### src/design/assert_macros.svh
// Assertion macros shared by the design files.
// Define ASSERT_OFF to compile every check away.
`ifndef ASSERT_MACROS_SVH
`define ASSERT_MACROS_SVH

`ifndef ASSERT_OFF

// Check a property on every rising clock edge while out of reset.
`define ASSERT_CLK(label, clk, rst_n, prop) \
    label: assert property (@(posedge clk) disable iff (!rst_n) (prop)) \
        else $error("assertion failed");

// Check that a condition never holds while out of reset.
`define ASSERT_NEVER(label, clk, rst_n, cond) \
    label: assert property (@(posedge clk) disable iff (!rst_n) !(cond)) \
        else $error("forbidden condition seen");

`else

`define ASSERT_CLK(label, clk, rst_n, prop)
`define ASSERT_NEVER(label, clk, rst_n, cond)

`endif

`endif

### src/design/ped_pkg.sv
`timescale 1ns / 1ps

package ped_pkg;

    localparam int MAX_PATTERN_CHARS_DEF = 256;
    localparam logic [8:0] COUNT_MAX = 9'd511;

    // decoder modes
    localparam logic [3:0] MODE_NORMAL = 4'd0;
    localparam logic [3:0] MODE_ESC    = 4'd1;
    localparam logic [3:0] MODE_X1     = 4'd2;
    localparam logic [3:0] MODE_X2     = 4'd3;
    localparam logic [3:0] MODE_M1     = 4'd4;
    localparam logic [3:0] MODE_M2     = 4'd5;
    localparam logic [3:0] MODE_M3     = 4'd6;
    localparam logic [3:0] MODE_M4     = 4'd7;
    localparam logic [3:0] MODE_IL     = 4'd8;
    localparam logic [3:0] MODE_SKIP   = 4'd9;

    // result status codes
    localparam logic [1:0] ST_DATA  = 2'd0;
    localparam logic [1:0] ST_END   = 2'd1;
    localparam logic [1:0] ST_ERROR = 2'd2;

    typedef struct packed {
        logic [3:0] mode;
        logic [7:0] partial_byte;
        logic [8:0] bytes_out;
    } ped_state_t;

    typedef struct packed {
        logic [7:0] out_byte;
        logic [1:0] status;
        logic [8:0] byte_count;
    } ped_result_t;

endpackage

### src/design/pattern_escape_decoder.sv
`timescale 1ns / 1ps

// Pattern escape decoder: takes one pattern character per transaction on the
// s_ channel and returns at most one decoded result per character on the m_
// channel. One character is accepted every clock cycle when m_tready stays
// high. A character is held in the input register at the edge that accepts
// it; the decode logic then loads its result into the output register once
// that register is free or being drained, which raises m_tvalid. The decoder
// state and character counter registers form the only loop, which sets that
// rate. Characters inside an escape, other than the one that completes it,
// and all characters skipped after an error, produce no result. m_tuser
// carries the status: data byte, pattern ended ok, or error. A terminator
// (NUL, LF, CR, TAB) ends a pattern and clears all counters.
`include "assert_macros.svh"

module pattern_escape_decoder #(
    parameter int MAX_PATTERN_CHARS = ped_pkg::MAX_PATTERN_CHARS_DEF
) (
    input  logic        aclk,
    input  logic        aresetn,
    input  logic        s_tvalid,
    output logic        s_tready,
    input  logic [7:0]  s_tdata,   // [7:0] ch
    output logic        m_tvalid,
    input  logic        m_tready,
    output logic [23:0] m_tdata,   // [7:0] out_byte, [16:8] byte_count, [23:17] zero
    output logic [1:0]  m_tuser    // [1:0] status
);

    localparam int CW = $clog2(MAX_PATTERN_CHARS + 1);

    // input register
    logic        in_valid_reg, in_valid_next;
    logic [7:0]  in_ch_reg;

    // decoder state
    ped_pkg::ped_state_t st_reg, st_next;
    logic [CW-1:0]       chars_reg, chars_next;

    // output register
    logic                out_valid_reg, out_valid_next;
    ped_pkg::ped_result_t out_reg;

    logic                 advance;
    logic                 fire;
    logic                 res_valid;
    ped_pkg::ped_result_t res;

    // Advance the decode stage whenever the output register is free or
    // being drained this cycle.
    assign advance  = !out_valid_reg || m_tready;
    assign fire     = in_valid_reg && advance;
    assign s_tready = !in_valid_reg || advance;

    ped_decode #(
        .MAX_PATTERN_CHARS (MAX_PATTERN_CHARS),
        .CW                (CW)
    ) u_decode (
        .ch              (in_ch_reg),
        .st              (st_reg),
        .chars_seen      (chars_reg),
        .st_next         (st_next),
        .chars_seen_next (chars_next),
        .res_valid       (res_valid),
        .res             (res)
    );

    always_comb begin
        in_valid_next = in_valid_reg;
        if (s_tready)
            in_valid_next = s_tvalid;
        out_valid_next = out_valid_reg;
        if (advance)
            out_valid_next = fire && res_valid;
    end

    // Control state and decoder state.
    always_ff @(posedge aclk) begin
        if (!aresetn) begin
            in_valid_reg  <= 1'b0;
            out_valid_reg <= 1'b0;
            st_reg        <= '0;
            chars_reg     <= '0;
        end else begin
            in_valid_reg  <= in_valid_next;
            out_valid_reg <= out_valid_next;
            if (fire) begin
                st_reg    <= st_next;
                chars_reg <= chars_next;
            end
        end
    end

    // Payload registers: load the character on accept, the result on decode.
    always_ff @(posedge aclk) begin
        if (s_tvalid && s_tready)
            in_ch_reg <= s_tdata;
        if (fire && res_valid)
            out_reg <= res;
    end

    assign m_tvalid = out_valid_reg;
    assign m_tdata  = {7'd0, out_reg.byte_count, out_reg.out_byte};
    assign m_tuser  = out_reg.status;

    // Status code three is never produced.
    `ASSERT_NEVER(a_status_code, aclk, aresetn, m_tvalid && m_tuser == 2'd3)

    // End and error results carry a zero data byte.
    `ASSERT_CLK(a_end_zero_byte, aclk, aresetn,
        m_tvalid && m_tuser != ped_pkg::ST_DATA |-> m_tdata[7:0] == 8'h00)

    // A pattern that ends cleanly clears the byte counter.
    `ASSERT_CLK(a_end_clears, aclk, aresetn,
        fire && res_valid && res.status == ped_pkg::ST_END |=> st_reg.bytes_out == 9'd0)

    // The character counter saturates at the pattern limit.
    `ASSERT_NEVER(a_chars_limit, aclk, aresetn, chars_reg > CW'(MAX_PATTERN_CHARS))

endmodule

### src/design/ped_decode.sv
`timescale 1ns / 1ps

module ped_decode #(
    parameter int MAX_PATTERN_CHARS = ped_pkg::MAX_PATTERN_CHARS_DEF,
    parameter int CW = $clog2(MAX_PATTERN_CHARS + 1)
) (
    input  logic [7:0]          ch,
    input  ped_pkg::ped_state_t st,
    input  logic [CW-1:0]       chars_seen,
    output ped_pkg::ped_state_t st_next,
    output logic [CW-1:0]       chars_seen_next,
    output logic                res_valid,
    output ped_pkg::ped_result_t res
);

    logic       term;
    logic [7:0] lc;
    logic       is_hex;
    logic [3:0] hex_val;
    logic       is_letter;
    logic       esc_known;
    logic [7:0] esc_byte;
    logic       do_emit;
    logic       do_error;
    logic [7:0] emit_val;
    logic [8:0] bytes_inc;

    assign term = (ch == 8'h00) || (ch == 8'h0A) || (ch == 8'h0D) || (ch == 8'h09);
    assign lc   = ch | 8'h20;

    // hex digit: 0-9 or a-f in either case
    always_comb begin
        is_hex  = 1'b0;
        hex_val = 4'd0;
        if (ch > 8'h2f && ch < 8'h3a) begin
            is_hex  = 1'b1;
            hex_val = ch[3:0];
        end else if (lc > 8'h60 && lc < 8'h67) begin
            is_hex  = 1'b1;
            hex_val = lc[3:0] + 4'd9;
        end
    end

    assign is_letter = (lc >= 8'h61) && (lc <= 8'h7a);
    assign bytes_inc = (st.bytes_out < ped_pkg::COUNT_MAX) ? st.bytes_out + 9'd1
                                                           : st.bytes_out;

    // single-letter escapes
    always_comb begin
        esc_known = 1'b1;
        esc_byte  = 8'h00;
        unique case (ch)
            8'h2A: esc_byte = 8'h2A;  // '*'
            8'h73: esc_byte = 8'h20;  // 's'
            8'h5C: esc_byte = 8'h5C;  // backslash
            8'h72: esc_byte = 8'h0D;  // 'r'
            8'h6E: esc_byte = 8'h0A;  // 'n'
            8'h74: esc_byte = 8'h09;  // 't'
            8'h30: esc_byte = 8'h00;  // '0'
            8'h62: esc_byte = 8'h08;  // 'b'
            8'h61: esc_byte = 8'h07;  // 'a'
            8'h71: esc_byte = 8'h3F;  // 'q'
            8'h53: esc_byte = 8'h27;  // 'S'
            default: esc_known = 1'b0;
        endcase
    end

    always_comb begin
        st_next         = st;
        chars_seen_next = chars_seen;
        res_valid       = 1'b0;
        res.out_byte    = 8'h00;
        res.status      = ped_pkg::ST_DATA;
        res.byte_count  = st.bytes_out;
        do_emit         = 1'b0;
        do_error        = 1'b0;
        emit_val        = 8'h00;

        priority if (st.mode == ped_pkg::MODE_SKIP) begin
            if (term) begin
                st_next         = '0;
                chars_seen_next = '0;
            end
        end else if (term) begin
            res_valid  = 1'b1;
            res.status = (st.mode == ped_pkg::MODE_NORMAL) ? ped_pkg::ST_END
                                                           : ped_pkg::ST_ERROR;
            st_next         = '0;
            chars_seen_next = '0;
        end else if (st.mode == ped_pkg::MODE_NORMAL &&
                     chars_seen >= CW'(MAX_PATTERN_CHARS)) begin
            do_error = 1'b1;
        end else begin
            if (chars_seen < CW'(MAX_PATTERN_CHARS))
                chars_seen_next = chars_seen + CW'(1);
            unique case (st.mode)
                ped_pkg::MODE_ESC: begin
                    priority if (ch == 8'h78) st_next.mode = ped_pkg::MODE_X1;
                    else if (ch == 8'h6D) st_next.mode = ped_pkg::MODE_M1;
                    else if (ch == 8'h69) st_next.mode = ped_pkg::MODE_IL;
                    else if (esc_known) begin
                        do_emit  = 1'b1;
                        emit_val = esc_byte;
                    end else begin
                        do_error = 1'b1;
                    end
                end
                ped_pkg::MODE_X1, ped_pkg::MODE_M1: begin
                    if (!is_hex) begin
                        do_error = 1'b1;
                    end else begin
                        st_next.partial_byte = {hex_val, 4'h0};
                        st_next.mode = (st.mode == ped_pkg::MODE_X1) ? ped_pkg::MODE_X2
                                                                     : ped_pkg::MODE_M2;
                    end
                end
                ped_pkg::MODE_X2: begin
                    if (!is_hex) begin
                        do_error = 1'b1;
                    end else begin
                        do_emit  = 1'b1;
                        emit_val = st.partial_byte | {4'h0, hex_val};
                    end
                end
                ped_pkg::MODE_M2: begin
                    if (!is_hex) begin
                        do_error = 1'b1;
                    end else begin
                        st_next.partial_byte = st.partial_byte | {4'h0, hex_val};
                        st_next.mode = ped_pkg::MODE_M3;
                    end
                end
                ped_pkg::MODE_M3: begin
                    if (!is_hex) do_error = 1'b1;
                    else st_next.mode = ped_pkg::MODE_M4;
                end
                ped_pkg::MODE_M4: begin
                    // mask digits are checked, then dropped
                    if (!is_hex) begin
                        do_error = 1'b1;
                    end else begin
                        do_emit  = 1'b1;
                        emit_val = st.partial_byte;
                    end
                end
                ped_pkg::MODE_IL: begin
                    if (!is_letter) begin
                        do_error = 1'b1;
                    end else begin
                        do_emit  = 1'b1;
                        emit_val = ch;
                    end
                end
                default: begin
                    if (ch == 8'h5C) begin
                        st_next.mode = ped_pkg::MODE_ESC;
                    end else begin
                        do_emit  = 1'b1;
                        emit_val = (ch == 8'h2A) ? 8'h00 : ch;
                    end
                end
            endcase
        end

        if (do_emit) begin
            st_next.mode         = ped_pkg::MODE_NORMAL;
            st_next.partial_byte = 8'h00;
            st_next.bytes_out    = bytes_inc;
            res_valid            = 1'b1;
            res.out_byte         = emit_val;
            res.byte_count       = bytes_inc;
        end
        if (do_error) begin
            st_next.mode         = ped_pkg::MODE_SKIP;
            st_next.partial_byte = 8'h00;
            res_valid            = 1'b1;
            res.status           = ped_pkg::ST_ERROR;
        end
    end

endmodule

### config.mk
export PLATFORM = sky130hd
export DESIGN_NAME = pattern_escape_decoder
export DESIGN_NICKNAME = d
export VERILOG_FILES = /design/src/design/ped_pkg.sv /design/src/design/pattern_escape_decoder.sv /design/src/design/ped_decode.sv
export VERILOG_INCLUDE_DIRS = /design/src /design/src/design
export SDC_FILE = /design/constraint.sdc
export NUM_CORES = 1
export LEC_CHECK = 0
export BUFFER_PORTS_ARGS = -buffer_cell sky130_fd_sc_hd__buf_2
export CAP_MARGIN = 20
export CORE_MARGIN = 3
export CORE_UTILIZATION = 45
export CTS_CLUSTER_DIAMETER = 80
export DETAILED_ROUTE_END_ITERATION = 7
export SYNTH_ARGS = -nofsm -noshare
export SYNTH_HDL_FRONTEND = slang
export SYNTH_SLANG_ARGS = --single-unit
### constraint.sdc
create_clock -name aclk -period 8.95 [get_ports aclk]
set_input_delay 1.3425 -clock aclk [delete_from_list [all_inputs] [get_ports aclk]]
set_output_delay 1.3425 -clock aclk [all_outputs]
set_load 0.05 [all_outputs]
==> flow_summary.toml, run 1 <==
[timing]
drv_slew = 0
fin_crit_sh_pct = 39.1
rsz0062_at_grt = "false"
tns_ns = 0
finalCriticalPeriod_ns = 3.50
hold_slack_ns = 0.463
hold_viol_final = 0
maxSlewHeadroom_pct = 56.9
final-setup-viol-count = 0
timing.fmax_mhz = 286
fin_skew_ns = 0.0150
worstMarginPinSlew_ns = 0.640

[placement]
hpwl_mm = 5.61
place_inst = 501
placed_area_sq_um = 3690
gp_congestion = 0.898
numPortBuffers = 32

[finish]
nets = 432
syn_to_final_growth_pct = 8.91
largest_register_ffs = 21
stdcell_area_sq_um = 3870
final_layout_size_suffix_gt1_share_pct = 15.8
n_antenna_cell = 0
fin_cells = 517

[cts]
clock_latency_ns = 0.34
postCtsSetupRepairBufs = 0
cts_resized = 0
cts_num_sinks = 59
cts_buffers = 9
h-tree-depth = 3
cts_tree = "yes"
cts_max_path_buffers = 2
path_clk_slew_ns = 0.07
cts_hold_buffers = 0
clock-root-buffer = "clkbuf_8"

[setup_path]
rr_endpoint = "m_tdata[8]"
worstPathCellList = "inv_1 -> ha_1 -> nand2b_1 -> nor4_1 -> nor4_1 -> o311a_1 -> a31oi_2 -> buf_4 -> mux2_2"
path_buf_inv = 2
cp_data_required_time_ns = 9.05
crit_arrival_ns = 3.59
critical_path.max_stage_delay_ns = 0.56
start_kind = "register"
critical-path-top-delay-family = "compound AO/OA/AOI/OAI gates"
cpMaxStageDelayCell = "edfxtp_1"
crit_type = "register to register"
r2r_slack_ns = 5.45
reg2reg_from = "in_ch_reg[1]"
cp_common_cell = "nor4_1"
path_max_fanout = 20
rr_worst_depth = 9
endpoint_kind = "register"

[logic_synthesis]
postSynthCellCount = 392
ys_seq_area_share_pct = 40.8
avgSynthCellArea_sq_um = 9.06
yosysUniqueCellTypes = 69
async_reset_ff_share_pct = 0
synth_edf_count = 27
synth_area_sq_um = 3550
yosys_warnings = 0
ys.flop_type = "dfxtp_1"
synth_seq_cells = 59

[floorplanning]
core-area_sq_um = 7450
start_util_pct = 47.7
die-area_sq_um = 9000
io_pins = 40
die_y_um = 94.9
fp.dieW_um = 94.9
rows = 31

[power_and_ir_drop]
power_density_nw_per_um2 = 167
peakVddDrop_mv = 0.0839
p_total_uw = 648
p_leak_uw = 0.00139

[min_path]
holdPathStages = 1
min_from = "st_reg[12]"
min_path_type = "register to register"
min_to = "st_reg[12]"

[route]
wire_per_inst_um = 15.5
routed_wl_mm = 7.99
drc = 0
vias = 2977
postRouteAntennaNets = 0
firstDrtPassIters = 5
drtIter0Drc = 318
avgViaCountPerCell = 5.76

[run]
cap_violations = 0

[global_route]
grt-ovfl-total = 0
grt_pass1_wl_mm = 13.2
grt_pass1_vias = 2742
antenna_found_initial = 0
grt_max_degree = 21
globalRouteTotalUtil_pct = 18.8

[outcome]
status = "finished clean"
## cell type report
cell class | instances | area (sq um)
fillers | 714 | 3580
multi-input cells | 302 | 1910
flip-flops and latches | 59 | 1450
repair buffers | 34 | 175
clock buffers | 14 | 174
well taps | 99 | 124
inverters | 7 | 26.3
clock inverters | 2 | 10.0
## cell families after synthesis
| kind of cell | share of synthesized area, % |
|---|---|
| multiplexers | 2.57 |
| flip-flops | 40.8 |
| AND/OR/NAND/NOR | 25.3 |
| XOR/XNOR | 4.19 |
| other | 0.106 |
| adder cells (fa/ha/maj) | 2.46 |
| AO/OA/AOI/OAI | 18.5 |
| buffers and inverters | 6.06 |
## report_power, final
part	total, uW	internal [uW]	switching [uW]
Combinational	109	32.9	76.5
Clock	230	124	106
Sequential	308	295	13.2
## layout by cell type (no fill, tap or decap), types with 3 or more instances in the layout
cell       netlist  final
clkbuf_1         9      3
mux2i_1          8      8
nand4_1          5      5
o21ai_0         16     16
or2_2            3      3
dfxtp_1         32     32
clkbuf_8         0     10
nor2b_1          4      4
nor3_1          14     14
a31oi_1          5      5
xnor2_1          4      4
nor4_1           5      5
nand2b_1         9      9
nand2_1         45     45
and2_1           6      6
nand3_1         12     12
and3_1           3      3
or3_1            3      3
o32ai_1          9      9
o2bb2ai_1        8      8
a21oi_1         15     15
inv_1            6      6
a22oi_1          3      3
nor2_1          46     46
o211ai_1         3      3
buf_2            7     32
edfxtp_1        27     27
o31ai_1          3      3
ha_1             7      7
xor2_1          13     13
conb_1           1      7
## synthesized netlist by cell type, types with 6 or more instances
cell type  count  area, sq um
and2_1         6         37.5
clkbuf_1       9         33.8
ha_1           7         87.6
nand2b_1       9         56.3
inv_1          6         22.5
edfxtp_1      27          811
dfxtp_1       32          641
nor3_1        14         70.1
xor2_1        13          114
o21ai_0       16         80.1
mux2i_1        8         80.1
o2bb2ai_1      8         70.1
buf_4          8         60.1
buf_2          7         35.0
nand3_1       12         60.1
a21oi_1       15         75.1
nand2_1       45          169
o32ai_1        9         78.8
nor2_1        46          173
## through the flow
step / utilization (%) / setup WS (ns)
global route: 52.0 / 5.26
global placement: 49.5 / 5.65
finish: 52.0 / 5.45
CTS: 52.0 / 5.51
floorplan: - / 5.80
detailed placement: 49.5 / 5.52
## routing by layer
metal	GRT usage, %	up-vias	wire length, um
li1	-	1471	-
met1	25.8	1361	3720
met2	28.0	127	3490
met3	4.94	18	615
met4	7.81	0	167
met5	0	-	0
## worst max path at each step
stage | start | endpoint | slack (ns) | depth (start not counted)
final | in_ch_reg[1] | m_tdata[8] | 5.45 | 9
after global routing | in_ch_reg[1] | m_tdata[8] | 5.26 | 9
after CTS | in_ch_reg[1] | m_tdata[8] | 5.51 | 9
after floorplan | m_tready | s_tready | 5.80 | 2
after detailed placement | in_ch_reg[1] | m_tdata[8] | 5.52 | 9
after global placement | in_ch_reg[1] | m_tdata[8] | 5.65 | 9
Power figures use the tool's default switching activity.
==> run 2, diff against run 1 <==
- PLACE_DENSITY: unset -> 0.66
- clock period: 8.95 -> 3.2 ns (I/O delays scaled with it)
==> flow_summary.toml, run 2 (synthesis results as in run 1) <==
[cts]
cts_max_path_buffers = 2
cts_hold_buffers = 0
path_clk_slew_ns = 0.07
clock-root-buffer = "clkbuf_8"
cts_num_sinks = 59
cts_buffers = 9
clock_latency_ns = 0.34
postCtsSetupRepairBufs = 0
h-tree-depth = 3
cts_resized = 0
cts_tree = "yes"

[route]
routed_wl_mm = 8.05
drc = 0
avgViaCountPerCell = 5.78
postRouteAntennaNets = 0
wire_per_inst_um = 15.5
drtIter0Drc = 381
vias = 3011
firstDrtPassIters = 5

[finish]
n_antenna_cell = 0
fin_cells = 521
nets = 436
largest_register_ffs = 21
mostFrequentLayoutCells = "nor2_1 (46), nand2_1 (45), dfxtp_1 (32), buf_2 (32), edfxtp_1 (27)"
final_common_cell = "nor2_1"
final_layout_size_suffix_gt1_share_pct = 16.8
syn_to_final_growth_pct = 11.6
stdcell_area_sq_um = 3970

[global_route]
globalRouteTotalUtil_pct = 19.2
grt-ovfl-total = 0
antenna_found_initial = 0
grt_pass1_wl_mm = 13.6
grt_pass1_vias = 2789
grt_max_degree = 29

[timing]
drv_slew = 0
tns_ns = 0
maxSlewHeadroom_pct = 59.4
worstMarginPinSlew_ns = 0.609
fin_skew_ns = 0.0115
fin_crit_sh_pct = 93.3
hold_viol_final = 0
finalCriticalPeriod_ns = 2.98
rsz0062_at_grt = "false"
final-setup-viol-count = 0
timing.fmax_mhz = 335
hold_slack_ns = 0.309

[run]
cap_violations = 0

[power_and_ir_drop]
power_density_nw_per_um2 = 489
p_leak_uw = 0.00144
peakVddDrop_mv = 0.240

[setup_path]
cp_data_required_time_ns = 3.28
start_kind = "register"
crit_type = "register to register"
path_max_fanout = 28
crit_arrival_ns = 3.07
endpoint_kind = "register"

[floorplanning]
rows = 31
die_y_um = 94.9
start_util_pct = 47.7
core-area_sq_um = 7450
fp.dieW_um = 94.9
die-area_sq_um = 9000
io_pins = 40

[placement]
hpwl_mm = 5.84
numPortBuffers = 32
placed_area_sq_um = 3740
gp_congestion = 0.908
place_inst = 505

[min_path]
min_path_type = "input port to register"

[outcome]
status = "finished clean"
## run 2: cell count changes in the layout (fill, tap and decap cells not counted), moves of 2 or more
cell,previous run,this run
buf_12,0,2
bufinv_16,0,2
clkbuf_1,3,1
buf_4,2,4
## run 2: area by class of cell
class / count / area, sq um
sequential: 59 / 1450
timing repair buffer: 38 / 230
clock inverter: 5 / 76.3
clock buffer: 11 / 141
multi-input combinational: 302 / 1920
fill: 712 / 3480
tap: 99 / 124
inverter: 7 / 26.3
## run 2: path summary, 6_finish.rpt
path / cells after the start / endpoint / slack, ns / from
hold reg to reg: 1 / st_reg[10] / 0.47 / st_reg[10]
setup / recovery: 9 / m_tdata[8] / 0.22 / in_ch_reg[0]
hold / removal: 1 / in_ch_reg[1] / 0.31 / s_tdata[1]
setup reg to reg: 9 / m_tdata[8] / 0.22 / in_ch_reg[0]
## run 2: routing by layer
| metal | share of wire [%] | up-vias | track usage (%) |
|---|---|---|---|
| met5 | 0 | - | 0 |
| met4 | 2.0 | 0 | 7.33 |
| met3 | 7.2 | 19 | 3.19 |
| met2 | 42 | 125 | 28.4 |
| met1 | 48 | 1393 | 28.0 |
| li1 | - | 1474 | - |
## run 2: where the power goes
group | internal, uW | switching (uW) | total, uW
Combinational | 104 | 224 | 328
Sequential | 825 | 31.9 | 857
Clock | 456 | 299 | 755
## run 2: critical path, stage by stage, from the launching register on
cell	delay, ns
edfxtp_1	0.49
inv_1	0.15
ha_1	0.27
nand4b_1	0.21
nor3_4	0.09
nor4_1	0.40
nand2_1	0.21
a31oi_2	0.34
buf_12	0.22
mux2_2	0.34
## run 2: per-stage QoR
step	setup WS, ns	utilization, %	total power [uW]
after floorplan	0.106	-	1140
after global placement	0.334	50.2	1190
after detailed placement	0.260	50.2	1200
after CTS	0.242	53.2	1950
after global routing	0.0440	53.2	2020
final	0.216	53.2	1940
==> run 3, diff against run 2 <==
--- a/config.mk
+++ b/config.mk
@@ -8,3 +8,3 @@
 export LEC_CHECK = 0
-export BUFFER_PORTS_ARGS = -buffer_cell sky130_fd_sc_hd__buf_2
+export BUFFER_PORTS_ARGS = -buffer_cell sky130_fd_sc_hd__buf_4
 export CAP_MARGIN = 20
--- a/constraint.sdc
+++ b/constraint.sdc
@@ -3,2 +3,2 @@
 set_output_delay 0.48 -clock aclk [all_outputs]
-set_load 0.05 [all_outputs]
+set_load 0.01 [all_outputs]
==> flow_summary.toml, run 3 (synthesis results as in run 1) <==
[outcome]
status = "finished clean"

[setup_path]
r2r_slack_ns = 0.19
crit_arrival_ns = 3.08
cp_data_required_time_ns = 3.27
endpoint_kind = "register"
worstSetupStartpoint = "in_ch_reg[0]"
rr_endpoint = "m_tdata[8]"
path_max_fanout = 28
reg2reg_from = "in_ch_reg[0]"
rr_worst_depth = 9
crit_type = "register to register"
start_kind = "register"

[cts]
cts_max_path_buffers = 2
h-tree-depth = 3
path_clk_slew_ns = 0.07
cts_hold_buffers = 0
cts_tree = "yes"
cts_num_sinks = 59
cts_buffers = 9
clock-root-buffer = "clkbuf_8"
clock_latency_ns = 0.33

[timing]
hold_slack_ns = 0.323
drv_slew = 0
hold_viol_final = 0
timing.fmax_mhz = 333
tns_ns = 0
fin_crit_sh_pct = 93.9
worstMarginPinSlew_ns = 0.687
fin_skew_ns = 0.00947
rsz0062_at_grt = "false"
maxSlewHeadroom_pct = 53.5
final-setup-viol-count = 0
finalCriticalPeriod_ns = 3.01

[placement]
place_inst = 504
placed_area_sq_um = 3800
numPortBuffers = 32
hpwl_mm = 5.68
gp_congestion = 0.955

[finish]
mostFrequentLayoutCells = "nor2_1 (46), nand2_1 (45), buf_4 (41)"
largest_register_ffs = 21
fill_cells = 704
stdcell_area_sq_um = 4050
final_layout_size_suffix_gt1_share_pct = 18.1
fin_cells = 525
final_common_cell = "nor2_1"
syn_to_final_growth_pct = 13.8
nets = 440
n_antenna_cell = 0

[floorplanning]
fp.dieW_um = 94.9
die-area_sq_um = 9000
die_y_um = 94.9
start_util_pct = 47.7
rows = 31
io_pins = 40
core-area_sq_um = 7450

[min_path]
min_to = "in_ch_reg[1]"
holdPathStages = 1
min_path_type = "input port to register"
min_from = "s_tdata[1]"

[route]
drc = 0
firstDrtPassIters = 5
avgViaCountPerCell = 5.63
drtIter0Drc = 278
wire_per_inst_um = 15.1
routed_wl_mm = 7.93
vias = 2954
postRouteAntennaNets = 0

[global_route]
grt_max_degree = 29
grt-ovfl-total = 0
globalRouteTotalUtil_pct = 18.2
grt_pass1_vias = 2578
antenna_found_initial = 0
grt_pass1_wl_mm = 12.8

[power_and_ir_drop]
p_leak_uw = 0.00147
p_total_uw = 1800
peakVddDrop_mv = 0.227
power_density_nw_per_um2 = 446

[run]
cap_violations = 0
-- run 3: power breakdown --
part	switching, uW	internal, uW
Clock	293	377
Sequential	35.4	825
Combinational	158	115
Total	486	1320
-- run 3: final cells by class --
type                       instances  area (sq um)  share of cell area [%]
clock buffer                      11           141                    3.50
clock inverter                     5          52.6                    1.30
inverter                           7          26.3                   0.650
multi-input combinational        302          1920                    47.5
sequential                        59          1450                    35.9
tap                               99           124                    3.06
timing repair buffer              42           328                    8.10
-- run 3: critical path, stage by stage, from the launching register on --
cell and delay, ns:
edfxtp_1 0.51, inv_1 0.20, ha_1 0.24, nand4b_1 0.21, nor3_4 0.32, nor2_1 0.10
o311a_1 0.33, a31oi_2 0.26, buf_12 0.22, mux2_2 0.34
-- run 3: worst max-delay path by stage --
stage	end	slack [ns]	cells after the start
after floorplan	m_tdata[0]	0.11	10
after global placement	m_tdata[8]	0.30	9
after global routing	m_tdata[8]	0.003	9
after CTS	m_tdata[8]	0.17	9
final	m_tdata[8]	0.19	9
after detailed placement	m_tdata[8]	0.18	9
-- run 3: layer usage --
metal  GRT usage, %  wire length [um]
met3           3.03               515
met5              0                 0
met4           6.97                48
met2           25.4              3500
met1           27.7              3860
-- run 3: per-stage QoR --
step / setup WS, ns / utilization (%)
floorplan: 0.106 / -
global placement: 0.299 / 51.0
detailed placement: 0.182 / 51.0
CTS: 0.171 / 53.6
global route: 0.00315 / 54.3
finish: 0.195 / 54.3
-- run 3: what timing repair did --
action                                  4_1_cts  5_1_grt
setup buffers                                 0        5
endpoints found under the setup margin        0       20
resized for setup                             0        2
